$ cat config.mk
export PLATFORM = sky130hd
export DESIGN_NAME = sliding_window_event_counter
export DESIGN_NICKNAME = d
export VERILOG_FILES = /design/src/hw/rtl/swec_pkg.sv /design/src/hw/rtl/swec_front.sv /design/src/hw/rtl/swec_queue.sv /design/src/hw/rtl/swec_back.sv /design/src/hw/rtl/sliding_window_event_counter.sv
export SDC_FILE = /design/constraint.sdc
export NUM_CORES = 2
export LEC_CHECK = 0
export BUFFER_PORTS_ARGS = -buffer_cell sky130_fd_sc_hd__buf_4
export CORE_MARGIN = 2
export CORE_UTILIZATION = 50
export CTS_CLUSTER_SIZE = 20
export DETAILED_ROUTE_END_ITERATION = 16
export GPL_ROUTABILITY_DRIVEN = 0
export HOLD_SLACK_MARGIN = 0.1
export MAX_ROUTING_LAYER = met4
export PLACE_DENSITY = 0.77
export SETUP_SLACK_MARGIN = 0.3
export SLEW_MARGIN = 40
export SYNTH_ARGS = -nofsm -noshare
export SYNTH_HDL_FRONTEND = slang
export SYNTH_SLANG_ARGS = --single-unit
$ cat constraint.sdc
create_clock -name clk -period 8.9 [get_ports clk]
set_input_delay 1.78 -clock clk [delete_from_list [all_inputs] [get_ports clk]]
set_output_delay 1.78 -clock clk [all_outputs]
set_load 0.02 [all_outputs]
$ cat src/hw/rtl/swec_pkg.sv
`timescale 1ns / 1ps
// Shared types and constants for the sliding window event counter.
// No dependencies; every other file in hw/rtl refers to this package by scoped names.
package swec_pkg;

  localparam int NUM_SLOTS_DEF        = 16;
  localparam int SLOT_COUNT_WIDTH_DEF = 24;
  localparam int COUNT_W              = 16;
  localparam int TOTAL_W              = 28;
  localparam int TALLY_W              = 32;
  localparam int QUEUE_DEPTH          = 4;

  typedef enum logic [1:0] {
    REQ_RECORD       = 2'd0,
    REQ_TICK         = 2'd1,
    REQ_CLEAR_WINDOW = 2'd2,
    REQ_CLEAR_STATS  = 2'd3
  } req_kind_t;

  // Classified operation handed from the front end to the execution side
  typedef struct packed {
    req_kind_t          kind;
    logic [COUNT_W-1:0] count;
  } op_t;

  typedef struct packed {
    logic [TOTAL_W-1:0] window_total;
    logic               burst;
    logic [TALLY_W-1:0] total_events;
    logic [TALLY_W-1:0] total_bursts;
    logic [TALLY_W-1:0] total_slots_passed;
    logic [TOTAL_W-1:0] peak_total;
  } result_t;

endpackage

$ cat src/hw/rtl/swec_front.sv
`timescale 1ns / 1ps
// Front end: accepts input items, decodes the request kind into an op_t and registers it.
// Depends on swec_pkg.
module swec_front (
  input  logic                         clk,
  input  logic                         rst_n,
  input  logic                         in_tvalid,
  output logic                         in_tready,
  input  logic [swec_pkg::COUNT_W-1:0] in_tdata,
  input  logic [1:0]                   in_tuser,
  output logic                         op_valid,
  input  logic                         op_ready,
  output swec_pkg::op_t                op_data
);

  logic          vld_r;
  swec_pkg::op_t op_r;
  swec_pkg::op_t op_nxt;

  assign in_tready = !vld_r || op_ready;
  assign op_valid  = vld_r;
  assign op_data   = op_r;

  // Drop the count on anything but a record so the back end never sees junk
  always_comb begin
    op_nxt.kind  = swec_pkg::req_kind_t'(in_tuser);
    op_nxt.count = (op_nxt.kind == swec_pkg::REQ_RECORD) ? in_tdata : '0;
  end

  always_ff @(posedge clk) begin
    if (!rst_n) begin
      vld_r <= 1'b0;
    end else if (in_tvalid && in_tready) begin
      vld_r <= 1'b1;
    end else if (op_ready) begin
      vld_r <= 1'b0;
    end
  end

  always_ff @(posedge clk) begin
    if (in_tvalid && in_tready) begin
      op_r <= op_nxt;
    end
  end

endmodule

$ cat src/hw/rtl/swec_queue.sv
`timescale 1ns / 1ps
// Short FIFO of decoded operations between front end and execution side.
// Depends on swec_pkg.
module swec_queue #(
  parameter int DEPTH = swec_pkg::QUEUE_DEPTH
) (
  input  logic          clk,
  input  logic          rst_n,
  input  logic          push_valid,
  output logic          push_ready,
  input  swec_pkg::op_t push_data,
  output logic          pop_valid,
  input  logic          pop_ready,
  output swec_pkg::op_t pop_data
);

  localparam int PW = (DEPTH > 1) ? $clog2(DEPTH) : 1;
  localparam int CW = $clog2(DEPTH + 1);

  swec_pkg::op_t   entry_r [DEPTH];
  logic [PW-1:0]   wr_ptr_r;
  logic [PW-1:0]   rd_ptr_r;
  logic [CW-1:0]   fill_r;
  logic            push;
  logic            pop;

  function automatic logic [PW-1:0] ptr_inc(input logic [PW-1:0] p);
    return (p == PW'(DEPTH - 1)) ? '0 : p + 1'b1;
  endfunction

  assign push_ready = (fill_r != CW'(DEPTH));
  assign pop_valid  = (fill_r != '0);
  assign pop_data   = entry_r[rd_ptr_r];
  assign push       = push_valid && push_ready;
  assign pop        = pop_valid && pop_ready;

  always_ff @(posedge clk) begin
    if (!rst_n) begin
      wr_ptr_r <= '0;
      rd_ptr_r <= '0;
      fill_r   <= '0;
    end else begin
      if (push) begin
        wr_ptr_r <= ptr_inc(wr_ptr_r);
      end
      if (pop) begin
        rd_ptr_r <= ptr_inc(rd_ptr_r);
      end
      if (push && !pop) begin
        fill_r <= fill_r + 1'b1;
      end else if (pop && !push) begin
        fill_r <= fill_r - 1'b1;
      end
    end
  end

  always_ff @(posedge clk) begin
    if (push) begin
      entry_r[wr_ptr_r] <= push_data;
    end
  end

endmodule

$ cat src/hw/rtl/swec_back.sv
`timescale 1ns / 1ps
// Execution side: slot ring, window total, tallies, peak and the result register.
// Depends on swec_pkg.
module swec_back #(
  parameter int NUM_SLOTS        = swec_pkg::NUM_SLOTS_DEF,
  parameter int SLOT_COUNT_WIDTH = swec_pkg::SLOT_COUNT_WIDTH_DEF
) (
  input  logic                         clk,
  input  logic                         rst_n,
  input  logic [swec_pkg::TOTAL_W-1:0] threshold,
  input  logic                         op_valid,
  output logic                         op_ready,
  input  swec_pkg::op_t                op_data,
  output logic                         res_valid,
  input  logic                         res_ready,
  output swec_pkg::result_t            res_data
);

  localparam int IW   = $clog2(NUM_SLOTS);
  localparam int SW   = SLOT_COUNT_WIDTH;
  localparam int TW   = SW + IW;
  localparam int SUMW = ((SW > swec_pkg::COUNT_W) ? SW : swec_pkg::COUNT_W) + 1;
  localparam int XW   = (TW > swec_pkg::TOTAL_W) ? TW : swec_pkg::TOTAL_W;
  localparam int LW   = swec_pkg::TALLY_W;
  localparam int PKW  = swec_pkg::TOTAL_W;

  // Slot store: the current slot lives in cur_r, the others in the memory.
  logic [SW-1:0]        mem [NUM_SLOTS];
  logic [NUM_SLOTS-1:0] valid_r, valid_nxt;
  logic [IW-1:0]        idx_r, idx_nxt, rd_addr;
  logic [SW-1:0]        cur_r, cur_nxt;
  logic [SW-1:0]        pre_r;               // old count of the slot after idx_r
  logic [TW-1:0]        total_r, total_nxt;
  logic [LW-1:0]        ev_r, ev_nxt, bu_r, bu_nxt, adv_r, adv_nxt;
  logic [PKW-1:0]       peak_r, peak_nxt;
  logic                 res_vld_r;
  swec_pkg::result_t    res_r, res_nxt;

  logic                 take;
  logic                 wr_en;
  logic [SUMW-1:0]      slot_sum;
  logic [SW-1:0]        cur_sat;
  logic [TW-1:0]        total_rec, total_tick;
  logic [PKW-1:0]       clip_old, clip_rec, clip_tick;
  logic [LW:0]          ev_sum;
  logic                 burst;

  function automatic logic [IW-1:0] idx_inc(input logic [IW-1:0] i);
    return (i == IW'(NUM_SLOTS - 1)) ? '0 : i + 1'b1;
  endfunction

  function automatic logic [PKW-1:0] clip(input logic [TW-1:0] t);
    logic [XW-1:0] x;
    x = XW'(t);
    return (x > XW'({PKW{1'b1}})) ? {PKW{1'b1}} : x[PKW-1:0];
  endfunction

  function automatic logic [LW-1:0] sat_inc(input logic [LW-1:0] v);
    return (&v) ? v : v + 1'b1;
  endfunction

  assign op_ready  = !res_vld_r || res_ready;
  assign take      = op_valid && op_ready;
  assign res_valid = res_vld_r;
  assign res_data  = res_r;

  assign slot_sum   = SUMW'(cur_r) + SUMW'(op_data.count);
  assign cur_sat    = (|slot_sum[SUMW-1:SW]) ? {SW{1'b1}} : slot_sum[SW-1:0];
  assign total_rec  = total_r + TW'(cur_sat) - TW'(cur_r);
  assign total_tick = total_r - TW'(pre_r);
  assign clip_old   = clip(total_r);
  assign clip_rec   = clip(total_rec);
  assign clip_tick  = clip(total_tick);
  assign ev_sum     = (LW + 1)'(ev_r) + (LW + 1)'(op_data.count);

  always_comb begin
    idx_nxt   = idx_r;
    cur_nxt   = cur_r;
    total_nxt = total_r;
    ev_nxt    = ev_r;
    bu_nxt    = bu_r;
    adv_nxt   = adv_r;
    peak_nxt  = peak_r;
    valid_nxt = valid_r;
    wr_en     = 1'b0;
    burst     = 1'b0;
    if (take) begin
      case (op_data.kind)
        swec_pkg::REQ_RECORD: begin
          // Peak is sampled before the events land
          if (clip_old > peak_r) begin
            peak_nxt = clip_old;
          end
          cur_nxt   = cur_sat;
          total_nxt = total_rec;
          ev_nxt    = ev_sum[LW] ? {LW{1'b1}} : ev_sum[LW-1:0];
          burst     = (threshold != '0) && (clip_rec > threshold);
          if (burst) begin
            bu_nxt = sat_inc(bu_r);
          end
        end
        swec_pkg::REQ_TICK: begin
          // Park the current slot in memory, open the next one empty
          wr_en            = 1'b1;
          valid_nxt[idx_r] = 1'b1;
          idx_nxt          = idx_inc(idx_r);
          cur_nxt          = '0;
          total_nxt        = total_tick;
          adv_nxt          = sat_inc(adv_r);
          if (clip_tick > peak_r) begin
            peak_nxt = clip_tick;
          end
        end
        swec_pkg::REQ_CLEAR_WINDOW: begin
          valid_nxt = '0;
          idx_nxt   = '0;
          cur_nxt   = '0;
          total_nxt = '0;
        end
        swec_pkg::REQ_CLEAR_STATS: begin
          ev_nxt   = '0;
          bu_nxt   = '0;
          adv_nxt  = '0;
          peak_nxt = '0;
        end
        default: begin
          idx_nxt = idx_r;
        end
      endcase
    end
  end

  // Prefetch address: the slot a following tick would subtract
  assign rd_addr = idx_inc(idx_nxt);

  always_comb begin
    res_nxt.window_total       = clip(total_nxt);
    res_nxt.burst              = burst;
    res_nxt.total_events       = ev_nxt;
    res_nxt.total_bursts       = bu_nxt;
    res_nxt.total_slots_passed = adv_nxt;
    res_nxt.peak_total         = peak_nxt;
  end

  always_ff @(posedge clk) begin
    if (!rst_n) begin
      valid_r   <= '0;
      idx_r     <= '0;
      cur_r     <= '0;
      pre_r     <= '0;
      total_r   <= '0;
      ev_r      <= '0;
      bu_r      <= '0;
      adv_r     <= '0;
      peak_r    <= '0;
      res_vld_r <= 1'b0;
    end else begin
      valid_r <= valid_nxt;
      idx_r   <= idx_nxt;
      cur_r   <= cur_nxt;
      total_r <= total_nxt;
      ev_r    <= ev_nxt;
      bu_r    <= bu_nxt;
      adv_r   <= adv_nxt;
      peak_r  <= peak_nxt;
      // Bypass the write in flight, treat never-written slots as zero
      if (wr_en && (idx_r == rd_addr)) begin
        pre_r <= cur_r;
      end else if (valid_nxt[rd_addr]) begin
        pre_r <= mem[rd_addr];
      end else begin
        pre_r <= '0;
      end
      if (take) begin
        res_vld_r <= 1'b1;
      end else if (res_ready) begin
        res_vld_r <= 1'b0;
      end
    end
  end

  always_ff @(posedge clk) begin
    if (wr_en) begin
      mem[idx_r] <= cur_r;
    end
  end

  always_ff @(posedge clk) begin
    if (take) begin
      res_r <= res_nxt;
    end
  end

endmodule

$ cat src/hw/rtl/sliding_window_event_counter.sv
`timescale 1ns / 1ps
// Top level of the sliding window event counter: front end, op queue, execution side
// and the burst threshold register. Depends on swec_pkg, swec_front, swec_queue, swec_back.
//
//  Channel  Dir  Handshake               Payload
//  in_      in   in_tvalid / in_tready   tdata: event_count; tuser: req_type
//  out_     out  out_tvalid / out_tready tdata: window_total, total_events, total_bursts,
//                                        total_slots_passed, peak_total; tuser: burst
//  cfg_     in   cfg_valid / cfg_ready   cfg_data: burst_threshold
//
// One item per cycle sustained while out_ is not stalled. From input accept the item passes
// through the front register, the queue and the execution side with its result register.
// The rate is set by the slot update in swec_back, which reads the current slot from a
// register and the next slot from a prefetch register filled from the slot memory.
// Reset (rst_n low, synchronous) empties the window, the tallies and the threshold.
// A stall on out_ holds the result; the queue absorbs items until it fills, then
// in_tready drops. cfg_ready is always high.
module sliding_window_event_counter #(
  parameter int NUM_SLOTS        = swec_pkg::NUM_SLOTS_DEF,
  parameter int SLOT_COUNT_WIDTH = swec_pkg::SLOT_COUNT_WIDTH_DEF
) (
  input  logic          clk,
  input  logic          rst_n,
  input  logic          in_tvalid,
  output logic          in_tready,
  input  logic [15:0]   in_tdata,    // [15:0] event_count
  input  logic [1:0]    in_tuser,    // [1:0] req_type
  output logic          out_tvalid,
  input  logic          out_tready,
  output logic [151:0]  out_tdata,   // [27:0] window_total, [59:28] total_events,
                                     // [91:60] total_bursts, [123:92] total_slots_passed,
                                     // [151:124] peak_total
  output logic [0:0]    out_tuser,   // [0] burst
  input  logic          cfg_valid,
  output logic          cfg_ready,
  input  logic [27:0]   cfg_data     // burst_threshold
);

  logic [swec_pkg::TOTAL_W-1:0] thr_r;
  logic                         f_valid, f_ready;
  swec_pkg::op_t                f_op;
  logic                         q_valid, q_ready;
  swec_pkg::op_t                q_op;
  swec_pkg::result_t            res;

  // Threshold takes writes at any time; the host must write only while idle, not enforced here
  assign cfg_ready = 1'b1;

  always_ff @(posedge clk) begin
    if (!rst_n) begin
      thr_r <= '0;
    end else if (cfg_valid && cfg_ready) begin
      thr_r <= cfg_data;
    end
  end

  // Decode and register the incoming item
  swec_front u_front (
    .clk       (clk),
    .rst_n     (rst_n),
    .in_tvalid (in_tvalid),
    .in_tready (in_tready),
    .in_tdata  (in_tdata),
    .in_tuser  (in_tuser),
    .op_valid  (f_valid),
    .op_ready  (f_ready),
    .op_data   (f_op)
  );

  // Decouple decode from execution
  swec_queue #(
    .DEPTH (swec_pkg::QUEUE_DEPTH)
  ) u_queue (
    .clk        (clk),
    .rst_n      (rst_n),
    .push_valid (f_valid),
    .push_ready (f_ready),
    .push_data  (f_op),
    .pop_valid  (q_valid),
    .pop_ready  (q_ready),
    .pop_data   (q_op)
  );

  // Update the window and statistics, hold the result until taken
  swec_back #(
    .NUM_SLOTS        (NUM_SLOTS),
    .SLOT_COUNT_WIDTH (SLOT_COUNT_WIDTH)
  ) u_back (
    .clk       (clk),
    .rst_n     (rst_n),
    .threshold (thr_r),
    .op_valid  (q_valid),
    .op_ready  (q_ready),
    .op_data   (q_op),
    .res_valid (out_tvalid),
    .res_ready (out_tready),
    .res_data  (res)
  );

  assign out_tdata = {res.peak_total, res.total_slots_passed, res.total_bursts,
                      res.total_events, res.window_total};
  assign out_tuser = res.burst;

endmodule
==> run metrics <==
status=complete, no violations; Max Freq=122 MHz; synthesized cell area=43000 sq um; Iter 0 DRT Violations=4070; yosys warns=0; first-pass GRT wire length=174000 microns; RSZ-0062 raised after global routing=false; Seq/Total Area, Yosys=55.9%; clock buffer count from CTS=between 90 and 100; fin cells=4961; Hold Violations, Final=0; initial antenna violation count=3; total core area=85100 sq um; fin. max-slew vios=0; placed insts=roughly 4800; FFs w/ async S/R, synth=0%; CTS clk-pin slew, worst paths=0.07 ns; CP max FO=10; routed wire length=116000 microns; CTS H-tree lvls=3; Hold Crit Class=reg -> reg; cell mode on critical path=fa_1; Crit path required time=about 9.3 ns; Netlist cell types=93; layout cells sized above 1=16.7%; Period minus WS final=8.16 ns; later-pin clock latency in the skew report=0.67 ns; DP Area=45800 sq um; maximum clock insertion buffer count=3; number of global-route vias before repair=roughly 29000; gr usage total=26.3%; overall die width=297 microns; final setup TNS=0 ns; Worst Setup End Kind=register; Die Span Y=roughly 300 microns; Post-Syn Nets=3830; relative slew slack=36.7%; clk_skew=0.0423 ns; hold_buf cts=0; IO Port Bufs=205; router iterations before antenna repair=6; slowest library cell on the worst path=mux4_2; Mapped Cells=roughly 3600; Max Cap Viol=0; DPL Wire Length=slightly below 80000 microns; gr ovfl total=0; number of flops mapped to enable cells by yosys=627; Design Area, Final=49000 sq um; row count=107; largest net degree at the start of global routing=90; met1 usage=35.5%; DIE AREA=approximately 90000 sq um; GR Util met3=~4.5%; Final setup viols=0; Clk Tree Root Cell=clkbuf_16; fin nets=4004; WL/cell=about 23 microns; Slowest Stage Delay on Critical Path=between 0.5 and 0.6 ns; Post-synth top flop=edfxtp_1; # clock sinks=886; Area growth syn-to-layout=14.0%; vias=30610; post-route ant nets=0; Worst Tran Pin Value=~0.94 ns; #FFs+latches synth=886; Syn Area/Cell=12.1 sq um; CTS tree=done; met2 usage=40.5%; vias per cell=a little over 6; Worst Setup Start Kind=register; drt drc=0; GR peak layer=met2; initial core utilization=50.5%; CP arrival=approximately 8.5 ns; critical setup path kind=reg -> reg; io pins=~210; final period utilization=between 90 and 100%
[final timing paths]
check,from,to,slack (ns),cells after the start
worst min register to register,u_front.op_data[13]$_SDFFCE_PP0P_,u_queue.entry_r[1][13]$_DFFE_PP_,0.48,0
worst min-delay path,u_front.op_data[13]$_SDFFCE_PP0P_,u_queue.entry_r[1][13]$_DFFE_PP_,0.48,0
worst max-delay path,register,u_back.res_data[81]$_DFFE_PP_,0.74,31
worst max register to register,register,u_back.res_data[81]$_DFFE_PP_,0.74,31
[cells by family after synthesis]
kind of cell    Yosys count  share of synthesized area [%]
other cells               1                        0.00872
flops                   886                           55.9
buf+inv                 382                           3.55
xor+xnor                 86                           1.77
compound gates          763                           12.1
mux                     236                           8.63
simple gates            991                           11.4
fa+ha+maj               217                           6.75
[placed cells by master, fill, tap and decap left out, types with 15 or more instances in the layout]
cell / n
o21a_1: 23
clkinv_2: 15
nor4_1: 17
o21ai_0: 138
a211oi_1: 20
dfxtp_1: 251
and2_1: 120
xnor2_1: 57
buf_4: 274
nand3_1: 75
a21oi_1: 176
nor3_1: 93
nand2_1: 234
inv_1: 176
nor2_1: 225
o211ai_1: 22
a22o_1: 24
edfxtp_1: 627
clkbuf_16: 93
nor2_2: 16
fa_1: 25
a31oi_1: 46
ha_1: 189
or3_1: 31
nand2b_1: 18
nor2b_1: 19
clkbuf_1: 27
mux2_2: 15
xor2_1: 27
a221oi_1: 17
a221o_1: 17
a21o_1: 81
mux4_2: 106
nand4_1: 57
and3_1: 28
a32o_1: 15
mux2i_1: 113
o21bai_1: 17
o31ai_1: 15
a22oi_1: 33
[synthesized netlist by cell type (all sizes together) (28+ instances only)]
| library cell | n | area [sq um] |
|---|---|---|
| edfxtp | 627 | 18800 |
| dfxtp | 259 | 5180 |
| nor2 | 241 | 905 |
| nand2 | 235 | 882 |
| ha | 192 | 2400 |
| inv | 179 | 672 |
| a21oi | 178 | 891 |
| clkbuf | 168 | 632 |
| o21ai | 152 | 761 |
| and2 | 124 | 776 |
| mux2i | 114 | 1140 |
| mux4 | 106 | 2390 |
| nor3 | 100 | 517 |
| a21o | 81 | 608 |
| nand3 | 78 | 395 |
| xnor2 | 58 | 508 |
| nand4 | 57 | 357 |
| a31oi | 50 | 328 |
| a22oi | 33 | 248 |
| buf | 33 | 214 |
| or3 | 33 | 211 |
| a211oi | 32 | 295 |
| and3 | 28 | 175 |
| xor2 | 28 | 253 |
[metrics by stage]
step | setup WS (ns) | hold WS (ns) | util (%)
floorplan | 0.437 | 0.454 | -
global placement | 0.255 | 0.471 | 53.8
detailed placement | 0.0327 | 0.479 | 53.8
CTS | 0.319 | 0.477 | 57.4
global route | 0.262 | 0.515 | 57.6
finish | 0.735 | 0.478 | 57.6
[cell type report]
type                            count  area, sq um
Multi-Input combinational cell   2294        17700
Antenna cell                        2         5.00
Clock buffer                      127         2520
Tap cell                         1144         1430
Sequential cell                   886        24000
Inverter                          181          686
Timing Repair Buffer              282         2170
Clock inverter                     45          515
Fill cell                        6703        36100
[layer usage]
metal	wire [microns]	part of all wire [%]
met1	46500	40
met2	53300	46
met3	11500	9.9
met4	4450	3.9
met5	0	0
[state kept, by name, indices dropped and copies added, names as in the netlist, 18 cells and up, named ones only]
| name | cells |
|---|---|
| u_queue.entry_r | 72 |
| u_back.pre_r | 24 |
| u_back.adv_r | 32 |
| u_back.peak_r | 28 |
| u_back.bu_r | 32 |
| u_back.res_data | 153 |
| u_back.total_r | 28 |
| u_back.mem | 384 |
| thr_r | 28 |
| u_back.cur_r | 24 |
| u_front.op_data | 18 |
| u_back.ev_r | 32 |
[critical path, delay by kind of cell (launching register included)]
kind | cells | cell delay [ns]
adders and majority gates | 5 | 1.95
buffers and inverters | 2 | 0.28
DFF | 1 | 0.43
AOI/OAI and AO/OA | 11 | 2.53
muxes | 1 | 0.58
xor gates and xnor gates | 2 | 0.50
and+or+nand+nor | 10 | 1.60
[timing repair]
item                                    4_1_cts  5_1_grt
cloned                                        0        0
endpoints found under the setup margin       21       63
gates resized for setup                       3        9
pin swaps                                     0        1
setup buffers                                 0        1
Power is not shown: default switching activity piles up to over one toggle a cycle in this logic, so the estimate is an artifact.
